**src/rtl/small_key_value_table_assert.svh**
```systemverilog
// assertion macros of the key/value table, used by the datapath module
`ifndef SMALL_KEY_VALUE_TABLE_ASSERT_SVH
`define SMALL_KEY_VALUE_TABLE_ASSERT_SVH

// clocked assertion, switched off while reset is asserted
`define SKVT_ASSERT(lbl, clk, rst_n, prop, msg) \
  lbl: assert property (@(posedge clk) disable iff (!rst_n) prop) else $error(msg);

// clocked assertion that also holds during reset
`define SKVT_ASSERT_ALWAYS(lbl, clk, prop, msg) \
  lbl: assert property (@(posedge clk) prop) else $error(msg);

`endif

```
**src/rtl/skvt_pkg.sv**
```systemverilog
// shared types and constants of the key/value table
package skvt_pkg;

  localparam int unsigned HALF_W = 16;
  localparam int unsigned KEY_W  = 32;
  localparam int unsigned VAL_W  = 32;
  localparam int unsigned OP_W   = 2;

  // request operation codes, code 3 changes no slot and returns ok low
  typedef enum logic [OP_W-1:0] {
    OP_WRITE = 2'd0,
    OP_READ  = 2'd1,
    OP_ERASE = 2'd2
  } op_e;

  // controller states
  typedef enum logic [1:0] {
    ST_IDLE,
    ST_SCAN,
    ST_LAST,
    ST_COMMIT
  } state_e;

  // controller to datapath commands
  typedef struct packed {
    logic start;
    logic rd_en;
    logic commit;
  } cmd_t;

  // datapath to controller status
  typedef struct packed {
    logic last_addr;
    logic out_free;
  } status_t;

endpackage

```
**src/rtl/skvt_ram.sv**
```systemverilog
// generic single write port RAM with registered read
module skvt_ram #(
  parameter int unsigned WIDTH = 64,
  parameter int unsigned DEPTH = 16,
  localparam int unsigned ADDR_W = (DEPTH > 1) ? $clog2(DEPTH) : 1
) (
  input  logic              clk_i,
  input  logic              we_i,
  input  logic [ADDR_W-1:0] waddr_i,
  input  logic [WIDTH-1:0]  wdata_i,
  input  logic              re_i,
  input  logic [ADDR_W-1:0] raddr_i,
  output logic [WIDTH-1:0]  rdata_o
);

  logic [WIDTH-1:0] mem_q [DEPTH];
  logic [WIDTH-1:0] rdata_q;

  // write port
  always_ff @(posedge clk_i) begin
    if (we_i) begin
      mem_q[waddr_i] <= wdata_i;
    end
  end

  // registered read port
  always_ff @(posedge clk_i) begin
    if (re_i) begin
      rdata_q <= mem_q[raddr_i];
    end
  end

  assign rdata_o = rdata_q;

endmodule

```
**src/rtl/skvt_ctrl.sv**
```systemverilog
// request sequencer of the key/value table
module skvt_ctrl (
  input  logic              clk_i,
  input  logic              rst_ni,
  input  logic              in_valid_i,
  output logic              in_stall_o,
  input  skvt_pkg::status_t status_i,
  output skvt_pkg::cmd_t    cmd_o
);

  skvt_pkg::state_e state_q, state_d;

  // state register
  always_ff @(posedge clk_i or negedge rst_ni) begin
    if (!rst_ni) begin
      state_q <= skvt_pkg::ST_IDLE;
    end else begin
      state_q <= state_d;
    end
  end

  // next state
  always_comb begin
    state_d = state_q;
    unique case (state_q)
      skvt_pkg::ST_IDLE: begin
        if (in_valid_i) state_d = skvt_pkg::ST_SCAN;
      end
      skvt_pkg::ST_SCAN: begin
        if (status_i.last_addr) state_d = skvt_pkg::ST_LAST;
      end
      skvt_pkg::ST_LAST: begin
        state_d = skvt_pkg::ST_COMMIT;
      end
      skvt_pkg::ST_COMMIT: begin
        if (status_i.out_free) state_d = skvt_pkg::ST_IDLE;
      end
      default: state_d = skvt_pkg::ST_IDLE;
    endcase
  end

  // outputs
  always_comb begin
    cmd_o      = '0;
    in_stall_o = 1'b1;
    unique case (state_q)
      skvt_pkg::ST_IDLE: begin
        in_stall_o   = 1'b0;
        cmd_o.start  = in_valid_i;
      end
      skvt_pkg::ST_SCAN: begin
        cmd_o.rd_en  = 1'b1;
      end
      skvt_pkg::ST_LAST: begin
        cmd_o        = '0;
      end
      skvt_pkg::ST_COMMIT: begin
        cmd_o.commit = status_i.out_free;
      end
      default: begin
        cmd_o        = '0;
      end
    endcase
  end

endmodule

```
**src/rtl/skvt_datapath.sv**
```systemverilog
// slot store, key compare and result register of the key/value table
`include "small_key_value_table_assert.svh"

module skvt_datapath #(
  parameter int unsigned ENTRIES = 16,
  localparam int unsigned IDX_W = (ENTRIES > 1) ? $clog2(ENTRIES) : 1
) (
  input  logic                                clk_i,
  input  logic                                rst_ni,
  input  logic [skvt_pkg::OP_W-1:0]           operation_i,
  input  logic [skvt_pkg::HALF_W-1:0]         user_key_i,
  input  logic [skvt_pkg::HALF_W-1:0]         item_key_i,
  input  logic signed [skvt_pkg::VAL_W-1:0]   write_value_i,
  input  skvt_pkg::cmd_t                      cmd_i,
  output skvt_pkg::status_t                   status_o,
  output logic                                out_valid_o,
  input  logic                                out_stall_i,
  output logic                                ok_o,
  output logic signed [skvt_pkg::VAL_W-1:0]   read_value_o
);

  localparam int unsigned ROW_W = skvt_pkg::KEY_W + skvt_pkg::VAL_W;

  // request registers
  logic [skvt_pkg::OP_W-1:0]  op_q;
  logic [skvt_pkg::KEY_W-1:0] key_q;
  logic [skvt_pkg::VAL_W-1:0] wval_q;

  // scan control
  logic [IDX_W-1:0] rd_addr_q, rd_addr_d;
  logic             cmp_vld_q;
  logic [IDX_W-1:0] cmp_idx_q;

  // slot valid bits
  logic [ENTRIES-1:0] valid_q, valid_d;

  // scan results
  logic                       hit_found_q, hit_found_d;
  logic [IDX_W-1:0]           hit_idx_q;
  logic [skvt_pkg::VAL_W-1:0] hit_val_q;
  logic                       free_found_q, free_found_d;
  logic [IDX_W-1:0]           free_idx_q;

  // result register
  logic                       out_valid_q, out_valid_d;
  logic                       ok_q, ok_d;
  logic [skvt_pkg::VAL_W-1:0] rd_val_q, rd_val_d;

  // ram signals
  logic             ram_we;
  logic [IDX_W-1:0] ram_waddr;
  logic [ROW_W-1:0] ram_wdata;
  logic [ROW_W-1:0] ram_rdata;

  logic cmp_valid;
  logic match;
  logic is_write;
  logic is_erase;
  logic out_free;

  skvt_ram #(
    .WIDTH (ROW_W),
    .DEPTH (ENTRIES)
  ) u_slot_ram (
    .clk_i   (clk_i),
    .we_i    (ram_we),
    .waddr_i (ram_waddr),
    .wdata_i (ram_wdata),
    .re_i    (cmd_i.rd_en),
    .raddr_i (rd_addr_q),
    .rdata_o (ram_rdata)
  );

  assign is_write = (op_q == skvt_pkg::OP_WRITE);
  assign is_erase = (op_q == skvt_pkg::OP_ERASE);

  // compare the slot read last cycle against the request key
  assign cmp_valid = cmp_vld_q & valid_q[cmp_idx_q];
  assign match     = cmp_valid &
                     (ram_rdata[ROW_W-1 -: skvt_pkg::KEY_W] == key_q);

  assign out_free = !out_valid_q || !out_stall_i;

  // scan address and hit or free tracking
  always_comb begin
    rd_addr_d    = rd_addr_q;
    hit_found_d  = hit_found_q;
    free_found_d = free_found_q;
    if (cmd_i.start) begin
      rd_addr_d    = '0;
      hit_found_d  = 1'b0;
      free_found_d = 1'b0;
    end else begin
      if (cmd_i.rd_en) rd_addr_d = rd_addr_q + IDX_W'(1);
      if (match) hit_found_d = 1'b1;
      if (cmp_vld_q && !valid_q[cmp_idx_q]) free_found_d = 1'b1;
    end
  end

  // slot store write at commit: update a hit, else fill the free slot
  always_comb begin
    ram_we    = cmd_i.commit && is_write && (hit_found_q || free_found_q);
    ram_waddr = hit_found_q ? hit_idx_q : free_idx_q;
    ram_wdata = {key_q, wval_q};
  end

  // valid bits: erase clears matches during the scan, a new write sets one
  always_comb begin
    valid_d = valid_q;
    if (match && is_erase) begin
      valid_d[cmp_idx_q] = 1'b0;
    end
    if (cmd_i.commit && is_write && !hit_found_q && free_found_q) begin
      valid_d[free_idx_q] = 1'b1;
    end
  end

  // result of the transaction
  always_comb begin
    ok_d     = 1'b0;
    rd_val_d = '0;
    case (op_q)
      skvt_pkg::OP_WRITE: begin
        ok_d = hit_found_q || free_found_q;
      end
      skvt_pkg::OP_READ: begin
        ok_d     = hit_found_q;
        rd_val_d = hit_found_q ? hit_val_q : '0;
      end
      skvt_pkg::OP_ERASE: begin
        ok_d = 1'b1;
      end
      default: begin
        ok_d = 1'b0;
      end
    endcase
  end

  assign out_valid_d = cmd_i.commit || (out_valid_q && out_stall_i);

  // control registers
  always_ff @(posedge clk_i or negedge rst_ni) begin
    if (!rst_ni) begin
      rd_addr_q    <= '0;
      cmp_vld_q    <= 1'b0;
      valid_q      <= '0;
      hit_found_q  <= 1'b0;
      free_found_q <= 1'b0;
      out_valid_q  <= 1'b0;
    end else begin
      rd_addr_q    <= rd_addr_d;
      cmp_vld_q    <= cmd_i.rd_en;
      valid_q      <= valid_d;
      hit_found_q  <= hit_found_d;
      free_found_q <= free_found_d;
      out_valid_q  <= out_valid_d;
    end
  end

  // payload registers
  always_ff @(posedge clk_i) begin
    if (cmd_i.start) begin
      op_q   <= operation_i;
      key_q  <= {user_key_i, item_key_i};
      wval_q <= write_value_i;
    end
    if (cmd_i.rd_en) begin
      cmp_idx_q <= rd_addr_q;
    end
    if (match && !hit_found_q) begin
      hit_idx_q <= cmp_idx_q;
      hit_val_q <= ram_rdata[skvt_pkg::VAL_W-1:0];
    end
    if (cmp_vld_q && !valid_q[cmp_idx_q]) begin
      free_idx_q <= cmp_idx_q;
    end
    if (cmd_i.commit) begin
      ok_q     <= ok_d;
      rd_val_q <= rd_val_d;
    end
  end

  assign status_o.last_addr = (rd_addr_q == IDX_W'(ENTRIES - 1));
  assign status_o.out_free  = out_free;

  assign out_valid_o  = out_valid_q;
  assign ok_o         = ok_q;
  assign read_value_o = rd_val_q;

  // a new slot is only ever filled where the slot is free
  `SKVT_ASSERT(a_fill_free_slot, clk_i, rst_ni, (ram_we && !hit_found_q) |-> !valid_q[free_idx_q], "fill targets a valid slot")
  // no compare may be pending when a new transaction starts
  `SKVT_ASSERT(a_start_clean, clk_i, rst_ni, cmd_i.start |-> !cmp_vld_q, "compare pending at start")
  // a result only appears after a commit
  `SKVT_ASSERT(a_result_from_commit, clk_i, rst_ni, $rose(out_valid_q) |-> $past(cmd_i.commit), "result without commit")
  // the first hit is kept until the next transaction
  `SKVT_ASSERT(a_hit_sticky, clk_i, rst_ni, (hit_found_q && !cmd_i.start) |=> hit_found_q, "hit lost mid transaction")

endmodule

```
**src/rtl/small_key_value_table.sv**
```systemverilog
// top level of the fully associative key/value table
// Usage:
//   Input channel (in_valid_i / in_stall_o) carries one request: operation,
//   user_key, item_key and write_value. The full key is user_key in the
//   upper half and item_key in the lower half. Output channel
//   (out_valid_o / out_stall_i) returns one result per request: ok and
//   read_value. A transaction moves when valid is high and stall is low.
//   A new request is taken only once the last one has committed; the pace
//   is set by the single read port of the slot RAM, which the scan walks
//   one slot per cycle, then a step to finish the last compare and a step
//   to write back and load the result register.
//   The result register lets the block take the next request while a
//   result waits; if the receiver stalls, the result holds and the next
//   request stops at its commit step until the register frees.
//   Reset clears every slot valid bit at once, so the table is empty and
//   ready as soon as reset is released; key and value storage is not
//   cleared.
module small_key_value_table #(
  parameter int unsigned ENTRIES = 16
) (
  input  logic                              clk_i,
  input  logic                              rst_ni,
  input  logic                              in_valid_i,
  output logic                              in_stall_o,
  input  logic [skvt_pkg::OP_W-1:0]         operation_i,
  input  logic [skvt_pkg::HALF_W-1:0]       user_key_i,
  input  logic [skvt_pkg::HALF_W-1:0]       item_key_i,
  input  logic signed [skvt_pkg::VAL_W-1:0] write_value_i,
  output logic                              out_valid_o,
  input  logic                              out_stall_i,
  output logic                              ok_o,
  output logic signed [skvt_pkg::VAL_W-1:0] read_value_o
);

  skvt_pkg::cmd_t    cmd;
  skvt_pkg::status_t status;

  // sequencer
  skvt_ctrl u_ctrl (
    .clk_i      (clk_i),
    .rst_ni     (rst_ni),
    .in_valid_i (in_valid_i),
    .in_stall_o (in_stall_o),
    .status_i   (status),
    .cmd_o      (cmd)
  );

  // slot store and result path
  skvt_datapath #(
    .ENTRIES (ENTRIES)
  ) u_datapath (
    .clk_i         (clk_i),
    .rst_ni        (rst_ni),
    .operation_i   (operation_i),
    .user_key_i    (user_key_i),
    .item_key_i    (item_key_i),
    .write_value_i (write_value_i),
    .cmd_i         (cmd),
    .status_o      (status),
    .out_valid_o   (out_valid_o),
    .out_stall_i   (out_stall_i),
    .ok_o          (ok_o),
    .read_value_o  (read_value_o)
  );

endmodule
```
**config.mk**
```make
export PLATFORM = sky130hd
export DESIGN_NAME = small_key_value_table
export DESIGN_NICKNAME = d
export VERILOG_FILES = /design/src/rtl/skvt_pkg.sv /design/src/rtl/skvt_ram.sv /design/src/rtl/skvt_ctrl.sv /design/src/rtl/skvt_datapath.sv /design/src/rtl/small_key_value_table.sv
export VERILOG_INCLUDE_DIRS = /design/src /design/src/rtl
export SDC_FILE = /design/constraint.sdc
export NUM_CORES = 1
export LEC_CHECK = 0
export BUFFER_PORTS_ARGS = -buffer_cell sky130_fd_sc_hd__buf_2
export CAP_MARGIN = 20
export CORE_MARGIN = 1.5
export CORE_UTILIZATION = 64
export CTS_BUF_LIST = sky130_fd_sc_hd__clkbuf_8
export CTS_CLUSTER_SIZE = 16
export DETAILED_ROUTE_END_ITERATION = 12
export GPL_ROUTABILITY_DRIVEN = 1
export GPL_TIMING_DRIVEN = 0
export PLACE_DENSITY_LB_ADDON = 0.25
export SLEW_MARGIN = 20
export SYNTH_ARGS = -nofsm -noshare
export SYNTH_HDL_FRONTEND = slang
export SYNTH_SLANG_ARGS = --single-unit
```
**constraint.sdc**
```tcl
create_clock -name clk_i -period 17.3 [get_ports clk_i]
set_clock_uncertainty 0.2 [all_clocks]
set_input_delay 0 -clock clk_i [delete_from_list [all_inputs] [get_ports clk_i]]
set_output_delay 0 -clock clk_i [all_outputs]
set_load 0.05 [all_outputs]
```
==> results of run 1 <==
area by class of cell:
class | count | area, um^2
clock buffer | 198 | 2730
antenna | 3 | 7.51
clock inverter | 141 | 626
timing repair buffer | 318 | 3770
sequential | 1257 | 37600
multi-input combinational | 560 | 8920
inverter | 11 | 41.3
tap | 959 | 1200
buffer | 80 | 449
fill | 3596 | 17400
per-stage QoR:
step,cell area (um^2),utilization
2_1_floorplan,46900,-
3_3_place_gp,48600,0.668
3_5_place_dp,50600,0.696
4_1_cts,55300,0.761
5_1_grt,55300,0.761
6_report,55400,0.761
state kept, by name, summed over array words and instances, names as in the netlist, 2 cells and up:
signal	flops
u_datapath.wval_q	32
u_datapath.rd_addr_q	4
u_ctrl.state_q	2
u_datapath.read_value_o	32
u_datapath.cmp_idx_q	4
u_datapath.hit_val_q	32
u_datapath.u_slot_ram.mem_q	1024
u_datapath.u_slot_ram.rdata_o	64
u_datapath.free_idx_q	4
u_datapath.valid_q	16
u_datapath.op_q	2
u_datapath.key_q	32
u_datapath.hit_idx_q	4
power breakdown:
group / total [mW] / switching, mW / internal [mW]
clock network: 2.16 / 1.10 / 1.06
logic: 1.63 / 0.879 / 0.755
registers: 3.83 / 0.166 / 3.66
total: 7.62 / 2.14 / 5.48
worst reg2reg max path: cells and delay by family, from the launching register on:
family	cells	cell delay (ns)
DFF	1	0.61
and+or+nand+nor	5	1.69
xor gates and xnor gates	1	0.64
buffers and inverters	1	0.26
routing by layer:
metal / up-vias / share of wire / GRT usage / routed length [um]
met5: - / 0.000064 / 0 / 7
met4: 2 / 0.026 / 0.0976 / 2800
met3: 233 / 0.11 / 0.0690 / 12100
met2: 1593 / 0.49 / 0.478 / 53400
met1: 11975 / 0.37 / 0.430 / 40600
li1: 9183 / - / - / -
placed cells by master (no fill, tap or decap), types with 5 or more instances in the layout:
cell type and instances:
sky130_fd_sc_hd__buf_12 27, sky130_fd_sc_hd__nor2_1 23, sky130_fd_sc_hd__clkbuf_1 30, sky130_fd_sc_hd__a21oi_1 15, sky130_fd_sc_hd__buf_1 9, sky130_fd_sc_hd__nor2_4 17, sky130_fd_sc_hd__nand2_1 20, sky130_fd_sc_hd__buf_16 48
sky130_fd_sc_hd__and2_1 33, sky130_fd_sc_hd__buf_4 20, sky130_fd_sc_hd__clkinv_2 20, sky130_fd_sc_hd__o21ai_0 10, sky130_fd_sc_hd__nor3_1 8, sky130_fd_sc_hd__clkinvlp_4 5, sky130_fd_sc_hd__buf_2 116, sky130_fd_sc_hd__clkbuf_8 198
sky130_fd_sc_hd__xnor2_1 27, sky130_fd_sc_hd__dfrtp_1 26, sky130_fd_sc_hd__xor2_1 9, sky130_fd_sc_hd__nor2b_1 6, sky130_fd_sc_hd__edfxtp_1 1231, sky130_fd_sc_hd__dlygate4sd3_1 139, sky130_fd_sc_hd__nand4_1 14, sky130_fd_sc_hd__ha_1 5
sky130_fd_sc_hd__mux4_2 323, sky130_fd_sc_hd__nand3_1 6, sky130_fd_sc_hd__buf_6 6, sky130_fd_sc_hd__clkinv_1 45, sky130_fd_sc_hd__inv_1 75
cell families (layout without fill, tap and decap cells):
kind of cell,after synthesis,count (layout)
AOI/OAI and AO/OA,43,43
xor gates and xnor gates,36,36
adders and majority gates,6,6
buffers and inverters,91,748
DFF,1257,1257
muxes,326,326
other,0,3
and+or+nand+nor,149,149
how the worst max path moves through the flow:
stage | startpoint | endpoint | slack (ns)
CTS | u_datapath.key_q[20] | u_datapath.hit_val_q[13] | 13.70
global placement | u_ctrl.state_q[0] | u_datapath.u_slot_ram.mem_q[14][22] | 7.25
floorplan | u_datapath.out_valid_o | u_datapath.u_slot_ram.mem_q[14][0] | 11.66
detailed placement | u_datapath.key_q[8] | u_datapath.hit_val_q[20] | 13.74
finish | u_datapath.key_q[8] | u_datapath.hit_val_q[21] | 13.55
global route | u_datapath.key_q[8] | u_datapath.hit_val_q[18] | 13.46
repair_timing:
item | in CTS | in global routing
hold endpoints to repair | 216 | 0
hold buffers | 140 | 0
resized for setup | 0 | 0
==> summary by stage, run 1 <==
Logic synthesis
The most used flip-flop cell after synthesis is sky130_fd_sc_hd__edfxtp_1. The mux contribution to synthesized area is 0.156. The synthesis-stage register bit count is 1,257.

Sorting the synthesized cells by area gives the leading types as sky130_fd_sc_hd__edfxtp_1, sky130_fd_sc_hd__mux4_2, sky130_fd_sc_hd__dfrtp_1. The average instance area after synthesis is 24.6 um^2. Of the total synthesized cell area, the portion taken by AND, OR, NAND and NOR gates is 0.0170.

When the netlist entered floorplanning its net count stood at 1,984. The combinational family with the most area after synthesis is multiplexers. The area fraction in compound gates after synthesis is 0.00558.

The synthesized design contains 1,231 enable-type register cells. The Yosys step of the flow raised 0 warnings. The synthesized netlist occupies a cell area of 46,900 um^2. The adder and majority gate portion of the synthesized area is 0.00160.

The most area-hungry cell type in the Yosys netlist is sky130_fd_sc_hd__edfxtp_1. The sequential fraction of the synthesis area is 0.803. The gate count after technology mapping is 1,908.

The fraction of registers with async set or reset after synthesis is 0.0207. Yosys instantiated no cell more often than sky130_fd_sc_hd__edfxtp_1. The share of synthesized area in the top cell type comes to 0.789. Of the total synthesized cell area, the portion taken by XOR and XNOR cells is 0.00673. Counting instances in the post-synthesis netlist gives the leading cell types as sky130_fd_sc_hd__edfxtp_1, sky130_fd_sc_hd__mux4_2, sky130_fd_sc_hd__nor2_1.

The netlist uses 45 different library cells.

Worst setup path
The kind of end point of the critical path is a flip-flop. Together, buffers and inverters on the worst path number 1. The data arrival time at the worst-slack endpoint is 4.03 ns. The cell type with the highest occurrence count on the critical path is sky130_fd_sc_hd__nand4_1. The critical path runs through a total of 7 cells. The worst-path cell with the longest stage delay is sky130_fd_sc_hd__xnor2_1.

In this run the critical register-to-register path is captured at u_datapath.hit_val_q[21]. The worst setup path is launched from a flip-flop. The critical path is of the flip-flop to flip-flop type. In this run the worst path has a maximum fanout of 20. The worst reg-to-reg path cell count is 7. In this run the register-to-register setup slack is 13.55 ns. The data required time of the worst path is 17.58 ns.

The reg-to-reg startpoint is u_datapath.key_q[8]. Walking the worst path, the cells encountered are xnor2_1, nand4_1, nor4_1, nand4_1, nor3_4, and2_4, buf_12. Among cell families on the critical path, the largest total delay comes from simple AND/OR/NAND/NOR gates. The largest single stage delay on the critical path is 0.64 ns.

Placed design
The placed cell count is 3,045. Port buffering added 104 buffers. The worst setup timing slack at the placement stage is 13.74 ns. At the end of routability-driven placement, the weighted congestion stood at 0.823. Summed over all nets, the half-perimeter wirelength after detailed placement is 66,900 um.

Global route
For this run, the total global-route usage over all layers was measured as 0.303. The number of antenna violations at the first check in global routing was 2. The number of global-route vias before repair came to 23,700.

The global-route wire length before repair is 157,000 um. Entering global routing, the biggest net connects 36 pins. Summed over all layers, the global routing overflow is 0.

STA
The worst relative slew slack is 0.258. The transition time at the pin with the least slew margin is 1.11 ns. The final count of negative-setup-slack endpoints is 0.

The max-slew violation total from the final report was 0. In the finished design, the share of the clock period the worst path needs comes to 0.217. The total count of hold-check failures in the final report came to 0. Final hold analysis gives a worst-case slack of 0.215 ns. Setup repair after global routing left no endpoint under its margin. The maximum achievable frequency is 267 MHz. Once routing completed, OpenROAD measured the worst setup slack at 13.55 ns. After routing, the total negative slack on setup checks comes to 0 ns. Subtracting the final worst setup slack from the clock period gives 3.75 ns.

Status
The flow ran to the end, and the final reports show no timing, DRC or antenna violations.

Power
IR analysis of the VDD net gives a maximum drop of 0.000134 V. In this run the power density over the cells is 138 nW/um^2. The static leakage power is 17.8 nW.

The overall power is 7.62 mW.

Routing
The first routing iteration left 3,354 violations. Dividing the detail-routed wire length by the instance count gives 30.9 um. In the routed design, unresolved DRC markers number 0. The first detailed-routing pass took 6 iterations. Dividing the detail-routed via count by the number of cells gives 6.52. The overall via count from detail_route is 22,986. The detail route stage leaves a number of antenna-violating nets equal to 0. The wire length reported by the detailed router is 109,000 um.

Floorplanning
The area of the placeable core is 72,700 um^2. The vertical die dimension is 274 um. From left edge to right edge, the die measures 274 um.

The count of pins on the block boundary is 105. The row count is 99. The die footprint is 74,900 um^2.

The initial standard-cell utilization of the core is 0.645.

Finish
The net total in the final layout is 2,491. In the final layout, the share of cells above drive strength 1 is 0.311. The area growth from synthesis to layout is 18.1%. The post-route non-filler standard cell count is 3,527.

Clock tree
In this run the number of H-tree levels came out at 4. The number of setup buffers added after CTS is 0. The maximum root-to-sink buffer count is 3. The tree built by TritonCTS fans out to 1,257 sinks. At the later pin of the worst-skew pair, clock insertion delay measures 0.82 ns.

The cell at the root of the clock tree is sky130_fd_sc_hd__clkbuf_8. The CTS buffer count is 187. The TritonCTS clock tree is done.

After clock tree synthesis, the clock-pin slew on the worst setup and hold paths is 0.06 ns.

Hold path
Along the worst hold path, the cell count comes to 0. The worst hold-check path type is flip-flop to flip-flop. The worst hold path terminates at u_datapath.hit_val_q[2]. The worst hold path begins at u_datapath.u_slot_ram.rdata_o[2].

Run
The max capacitance violation total is 0.
Power figures use the tool's default switching activity.
==> run 2: changes to the inputs <==
==> constraint.sdc (replaced) <==
create_clock -name clk_i -period 3.86 [get_ports clk_i]
set_clock_uncertainty 0.2 [all_clocks]
set_input_delay 0 -clock clk_i [delete_from_list [all_inputs] [get_ports clk_i]]
set_output_delay 0 -clock clk_i [all_outputs]
set_load 0.05 [all_outputs]
==> run 2 against run 1 <==
Effect of this change:
- via count rose by 2.0%
- routed wire length is 4.3% higher
- design area rose by 0.73%
- first-iteration DRC count shrank 0.66%
- clock-buffer cell count decreased by 3
- critical path depth down 1
- flip-flop and latch count unchanged
- worst hold slack lost 0.015 ns
- worst setup slack worse by 13 ns
- combinational power increased to 4.5 times the previous value
- critical endpoint is now u_datapath.hit_val_q[17]
- largest cell class unchanged
==> summary by stage, run 2 (synthesized netlist as in run 1, its figures left out) <==
Finish
The most flop-heavy register is u_datapath.u_slot_ram.mem_q. Leaving out fill and tap cells, the most frequent cell in the layout is sky130_fd_sc_hd__edfxtp_1. In the final layout, the share of cells above drive strength 1 is 0.315. Across the whole layout, storage elements account for 37,600 um^2.

The register with the most flip-flops in the layout has 1,024 of them. The synthesis-to-finish area growth is 19.0%. The filler cells instantiated in the layout total 3,449.

In the final layout, the multi-input gates occupy 8920 um^2. In the layout the commonest cells are sky130_fd_sc_hd__edfxtp_1, sky130_fd_sc_hd__mux4_2, sky130_fd_sc_hd__clkbuf_8, sky130_fd_sc_hd__dlygate4sd3_1, sky130_fd_sc_hd__buf_2. For this run, the post-layout net count is 2,498.

STA
Setup repair after global routing left no endpoint under its margin. The total count of hold-check failures in the final report is 0. The post-route minimum period is 3.71 ns. The sum of negative setup slack is 0 ns. The portion of the clock cycle consumed by the worst path in the final layout is 0.962. For the pin with the worst max-slew slack, the measured transition is 1.13 ns.

The max-slew violation total from the final report came to 0. The worst relative slew slack is 0.245. Setup violations remaining at the end of the flow were counted as 0.

The maximum achievable frequency is 269 MHz.

Routing
The via density per instance is 6.63. The first TritonRoute pass finished after 7 iterations. The routed length per placed instance is 32.2 um.

Summing over every cut layer, the via total after detailed routing is 23,438. The wire length reported by the detailed router is 114,000 um. The count of nets left with antenna violations once routing finished came out at 0. In the routed design, unresolved DRC markers number 0. The initial detailed-routing violation count is 3,332.

Power
The share of power burned in registers is 0.489. Cell internal power was estimated by the tool at 25.2 mW. The overall power is 35.1 mW. In this run the static leakage power is 18.0 nW. The portion of total power attributed to the clock network is 0.301. Of the total power, the share spent switching nets is 0.281.

Across the VDD grid, the largest voltage drop is 0.000612 V. The portion of total power attributed to combinational logic is 0.210. The power per cell area is 630 nW/um^2.

In this run the power spent charging and discharging nets is 9.89 mW.

Floorplanning
The initial standard-cell utilization of the core is 0.645. The count of pins on the block boundary is 105. The row count is 99. The vertical die dimension is 274 um. The region available for standard cell placement spans 72,700 um^2.

The overall die width is 274 um. The die footprint is 74,900 um^2.

Clock tree
The cell sitting at the root of the clock tree is a sky130_fd_sc_hd__clkbuf_8. Clock tree synthesis found a total of 1,257 sinks. TritonCTS built the clock tree. Clock latency on the worst-skew pair, taken at its later pin, is 0.85 ns. TritonCTS created 190 clock buffers. The clock transition time at the flip-flop clock pins of the worst setup and hold paths is 0.06 ns.

The maximum root-to-sink buffer count is 3. The H-tree was split into 4 levels.

Worst setup path
STA puts the critical path data required time at 4.10 ns. The critical path goes through xnor2_1, nand4_1, nor4_1, nand4_1, nor3_4, and2_4. The type of the worst setup path is flip-flop to flip-flop. In this design, the critical path's most frequently occurring cell is sky130_fd_sc_hd__nand4_1. For the worst setup path, the data arrival time is 3.95 ns. The worst setup path is launched from a flip-flop. Along the worst path, the maximum fanout reaches 36. In this design, the stage delay of the slowest critical-path cell is 0.72 ns. Among all stages on the critical path, the largest delay is contributed by sky130_fd_sc_hd__and2_4. The reg-to-reg startpoint is u_datapath.key_q[4]. Tracing the worst setup path back leads to its startpoint at u_datapath.key_q[4]. The worst setup path is captured at a flip-flop.

Hold path
The startpoint identified for the worst hold timing path is u_datapath.u_slot_ram.rdata_o[0]. The worst hold-check path type is flip-flop to flip-flop.

Global route
The number of global-route vias before repair is 24,225. The pin count of the biggest net entering global routing is 37. The first global-routing pass estimated 162,000 um of wire. The number of antenna violations at the first check in global routing came to 2. Across every metal layer, demand over resource in global routing totals 0.311.

The final global-route overflow total is 0.

Run
The tool flagged a number of max-cap violations equal to 0.

Status
The flow ran to the end, and the final reports show no timing, DRC or antenna violations.

Placed design
Detailed placement ended at an HPWL of 67,300 um. Input and output buffers added on the ports amount to 104. The global placer's final weighted congestion is 0.825.
-- run 2: critical path, delay by kind of cell (launching register included) --
kind | cells | cell delay (ns)
simple gates | 5 | 1.80
flops | 1 | 0.63
xor+xnor | 1 | 0.64
-- run 2: routing by layer --
layer,track usage,part of all wire,vias to the layer above,routed length [um]
met3,0.0666,0.11,246,12800
met5,0,0.00011,-,13
met4,0.113,0.030,2,3430
li1,-,-,9213,-
met1,0.442,0.36,12228,41500
met2,0.490,0.49,1749,56000
-- run 2: power by group through the flow --
stage | sequential (mW) | combinational [mW] | clock [mW]
final | 17.2 | 7.37 | 10.6
after global routing | 17.3 | 7.66 | 11.3
after CTS | 17.2 | 7.33 | 10.7
after detailed placement | 17.4 | 7.14 | 0
after global placement | 17.4 | 6.76 | 0
after floorplan | 17.5 | 4.69 | 0
-- run 2: what timing repair did --
item / in CTS / in global routing
hold endpoints to repair: 216 / 0
buffers inserted: 0 / 2
hold buffers: 140 / 0
setup endpoints to repair: 285 / 9
gates resized for setup: 1 / 1
pin swaps: 0 / 1
-- run 2: path summary, 6_finish.rpt --
kind,slack (ns),end,cells after the start
max,0.15,u_datapath.hit_val_q[17],6
min,0.20,u_datapath.hit_val_q[0],0
max reg2reg,0.15,u_datapath.hit_val_q[17],6
min reg2reg,0.20,u_datapath.hit_val_q[0],0
max in group asynchronous,2.71,u_datapath.rd_addr_q[1],5
min in group asynchronous,0.54,u_datapath.valid_q[15],5
-- run 2: area by class of cell --
cell class	instances	area share
clock inverters	151	0.0176
well taps	959	0.0215
inverters	11	0.000740
multi-input cells	560	0.160
diodes	1	0.0000449
clock buffers	195	0.0481
repair buffers	322	0.0693
flip-flops and latches	1257	0.675
plain buffers	80	0.00806
-- run 2: through the flow --
| step | cell area, um^2 | std cells | util | worst slack (ns) | hold slack, ns |
|---|---|---|---|---|---|
| finish | 55800 | 3536 | 0.767 | 0.145 | 0.200 |
| global route | 55800 | 3536 | 0.767 | 0.00701 | 0.190 |
| CTS | 55700 | 3533 | 0.767 | 0.154 | 0.147 |
| detailed placement | 50700 | 3047 | 0.697 | -0.158 | -0.143 |
| global placement | 48700 | 2971 | 0.670 | -4.29 | -0.160 |
| floorplan | 47000 | 1908 | - | -0.615 | -0.496 |
==> run 3: changes to the inputs <==
==> constraint.sdc (replaced) <==
create_clock -name clk_i -period 3.86 [get_ports clk_i]
set_clock_uncertainty 0.2 [all_clocks]
set_input_delay 0 -clock clk_i [delete_from_list [all_inputs] [get_ports clk_i]]
set_output_delay 0 -clock clk_i [all_outputs]
set_load 0.01 [all_outputs]
==> run 3 against run 2 <==
Effect of this change:
- critical path depth did not move
- via count fell by 2.2%
- sequential share of layout area grew 0.62 points
- clock power fell by 8%
- non-clock buffer count is 6 lower
- fmax fell by 1.1%
- die area stayed put
- register-to-register slack worse by 0.04 ns
==> summary by stage, run 3 (synthesized netlist as in run 1, its figures left out) <==
Worst setup path
The maximum net fanout on the critical path is 36. The data required time of the worst path is 4.10 ns. The worst setup slack for register-to-register paths is 0.10 ns. The worst register-to-register path ends at u_datapath.hit_val_q[17]. The worst setup path is captured at a flip-flop. The critical path in this run is classified as flip-flop to flip-flop. The number of cells on the worst reg-to-reg path is 6. The reg-to-reg startpoint is u_datapath.key_q[4].

The launching element type of the critical path is a flip-flop. STA puts the critical path data arrival time at 3.99 ns.

Finish
Measured on the finished design, the core utilization comes to 0.760. The synthesis-to-finish area growth is 17.9%. The flip-flop count of the largest register after layout is 1,024. The most frequent standard cell in the layout excluding fill and tap cells is sky130_fd_sc_hd__edfxtp_1. The fraction of layout cells with a size suffix above 1 is 0.311. The most flop-heavy register is u_datapath.u_slot_ram.mem_q. Excluding fillers, the count of instances in the completed layout stands at 3,509. The library cells used most frequently in the layout, excluding fill and tap cells, are sky130_fd_sc_hd__edfxtp_1, sky130_fd_sc_hd__mux4_2, sky130_fd_sc_hd__clkbuf_8, sky130_fd_sc_hd__dlygate4sd3_1, sky130_fd_sc_hd__buf_2. After the last flow step, the layout net total stands at 2,487.

Global route
The number of antenna violations at the first check in global routing is 3. For this run the aggregate overflow at the end of global routing stands at 0. For this run, the total global-route usage over all layers was measured as 0.298.

The number of global-route vias before repair came to 23,504. The first global-routing pass estimated 156,000 um of wire. The pin count of the biggest net entering global routing is 37.

Power
The portion of total power attributed to the clock network is 0.288. Across the VDD grid, the largest voltage drop is 0.000510 V. The share of total power dissipated in sequential elements is 0.506.

In this run the power spent charging and discharging nets is 9.25 mW. The fraction of power spent switching nets is 0.273. The internal power of the cells totals 24.7 mW. The static leakage power is 17.7 nW. Power spread over the standard cell area amounts to 614 nW/um^2. The portion of total power attributed to combinational logic is 0.206. After layout, the design draws a total of 33.9 mW.

Placed design
The count of input and output buffers is 104. Counting tap cells, the placed design contains a total of 3,044 instances. The congestion estimate from routability-driven global placement came to 0.820.

The wire-length estimate of the detail-placed layout is 65,600 um.

STA
Setup repair after global routing left no endpoint under its margin. The sum of negative setup slack is 0 ns. The post-route minimum period is 3.76 ns. Final hold analysis gives a worst-case slack of 0.103 ns. The portion of the clock cycle consumed by the worst path in the final layout is 0.973. For the pin with the worst max-slew slack, the measured transition is 1.21 ns. Headroom to the max-slew limit came out at 0.195.

The total count of hold-check failures in the final report is 0. The max-slew violation total from the final report is 0. Timing would allow up to 266 MHz. Setup violations remaining at the end of the flow were counted as 0.

Clock tree
Clock latency on the worst-skew pair, taken at its later pin, is 0.83 ns. The cell at the root of the clock tree is sky130_fd_sc_hd__clkbuf_8. In this run the number of H-tree levels came out at 4. After clock tree synthesis, the clock-pin slew on the worst setup and hold paths is 0.06 ns. The total of cells resized after clock tree synthesis is 0. The number of clock buffers added by TritonCTS is 185. TritonCTS built the clock tree.

After clock tree synthesis, the flow added hold-fix buffers numbering 139. The TritonCTS sink count is 1,257. The maximum root-to-sink buffer count is 3.

After clock tree synthesis, the setup repair step added 0 buffers.

Routing
The number of routed nets with antenna violations is 0. The via density per instance is 6.53. After the first detailed-routing iteration, the DRC count stood at 3,133. The overall via count from detail_route is 22,922. After detailed routing, the average wire length per cell comes to 30.7 um. Wires add up to 108,000 um.

The number of remaining DRC errors is 0. The first detailed-routing pass took 6 iterations.

Floorplanning
The count of pins on the block boundary is 105. The die is 274 um tall. The die footprint is 74,900 um^2. The initial standard-cell utilization of the core is 0.645.

The overall die width is 274 um. The row count is 99. The core region is 72,700 um^2.

Hold path
The worst hold path terminates at u_ctrl.state_q[0]. The start point of the worst min-delay path is in_valid_i. The count of cells along the worst hold path is 5. The worst hold-check path type is input pin to flip-flop.

Status
The flow ran to the end, and the final reports show no timing, DRC or antenna violations.

Run
Across the run, the number of max-cap violations was 0.
run 3: cell count changes in the layout (fill, tap and decap cells not counted), moves of 4 or more:
cell,change
sky130_fd_sc_hd__buf_16,-13
sky130_fd_sc_hd__buf_12,+11
sky130_fd_sc_hd__inv_1,-12
sky130_fd_sc_hd__clkbuf_8,-6
sky130_fd_sc_hd__clkinvlp_4,-4
sky130_fd_sc_hd__clkinv_1,+6
sky130_fd_sc_hd__bufinv_16,-6
run 3: worst max path at each step:
stage / endpoint / start / slack (ns) / cells after the start
2_1_floorplan: u_datapath.u_slot_ram.mem_q[0][0] / u_datapath.hit_found_q / -0.62 / 6
3_3_place_gp: u_datapath.u_slot_ram.mem_q[2][38] / u_datapath.hit_found_q / -4.34 / 6
3_5_place_dp: u_datapath.hit_val_q[18] / u_datapath.key_q[4] / 0.20 / 6
4_1_cts: u_datapath.hit_val_q[11] / u_datapath.key_q[4] / 0.19 / 6
5_1_grt: u_datapath.hit_val_q[31] / u_datapath.key_q[4] / 0.06 / 6
6_report: u_datapath.hit_val_q[17] / u_datapath.key_q[4] / 0.10 / 6
run 3: final cells by class:
type                            count  area (um^2)
Sequential cell                  1257        37600
Fill cell                        3605        17500
Multi-Input combinational cell    560         8920
Timing Repair Buffer              316         3690
Clock buffer                      189         2600
Tap cell                          959         1200
Clock inverter                    136          734
Buffer                             80          449
Inverter                           11         41.3
Antenna cell                        1         2.50
run 3: layer usage:
| layer | share of wire | GRT usage | up-vias |
|---|---|---|---|
| met5 | 0.00010 | 0 | - |
| met4 | 0.027 | 0.104 | 2 |
| met3 | 0.11 | 0.0626 | 196 |
| met2 | 0.49 | 0.469 | 1595 |
| met1 | 0.37 | 0.425 | 11955 |
| li1 | - | - | 9174 |
run 3: worst max-delay path, cell delays in order, from the launching register on:
cell,delay [ns]
sky130_fd_sc_hd__edfxtp_1,0.61
sky130_fd_sc_hd__xnor2_1,0.67
sky130_fd_sc_hd__nand4_1,0.21
sky130_fd_sc_hd__nor4_1,0.33
sky130_fd_sc_hd__nand4_1,0.25
sky130_fd_sc_hd__nor3_4,0.39
sky130_fd_sc_hd__and2_4,0.69
run 3: power groups by stage:
stage / clock network (mW) / registers [mW] / logic, mW
finish: 9.77 / 17.2 / 6.99
global route: 10.4 / 17.2 / 7.35
CTS: 9.89 / 17.1 / 7.02
detailed placement: 0 / 17.4 / 6.86
global placement: 0 / 17.4 / 6.49
floorplan: 0 / 17.2 / 4.67
run 3: per-stage QoR:
| stage | area [um^2] | setup WS (ns) |
|---|---|---|
| global route | 55300 | 0.0638 |
| detailed placement | 50500 | 0.199 |
| CTS | 55200 | 0.195 |
| finish | 55300 | 0.104 |
| global placement | 48700 | -4.34 |
| floorplan | 47000 | -0.615 |
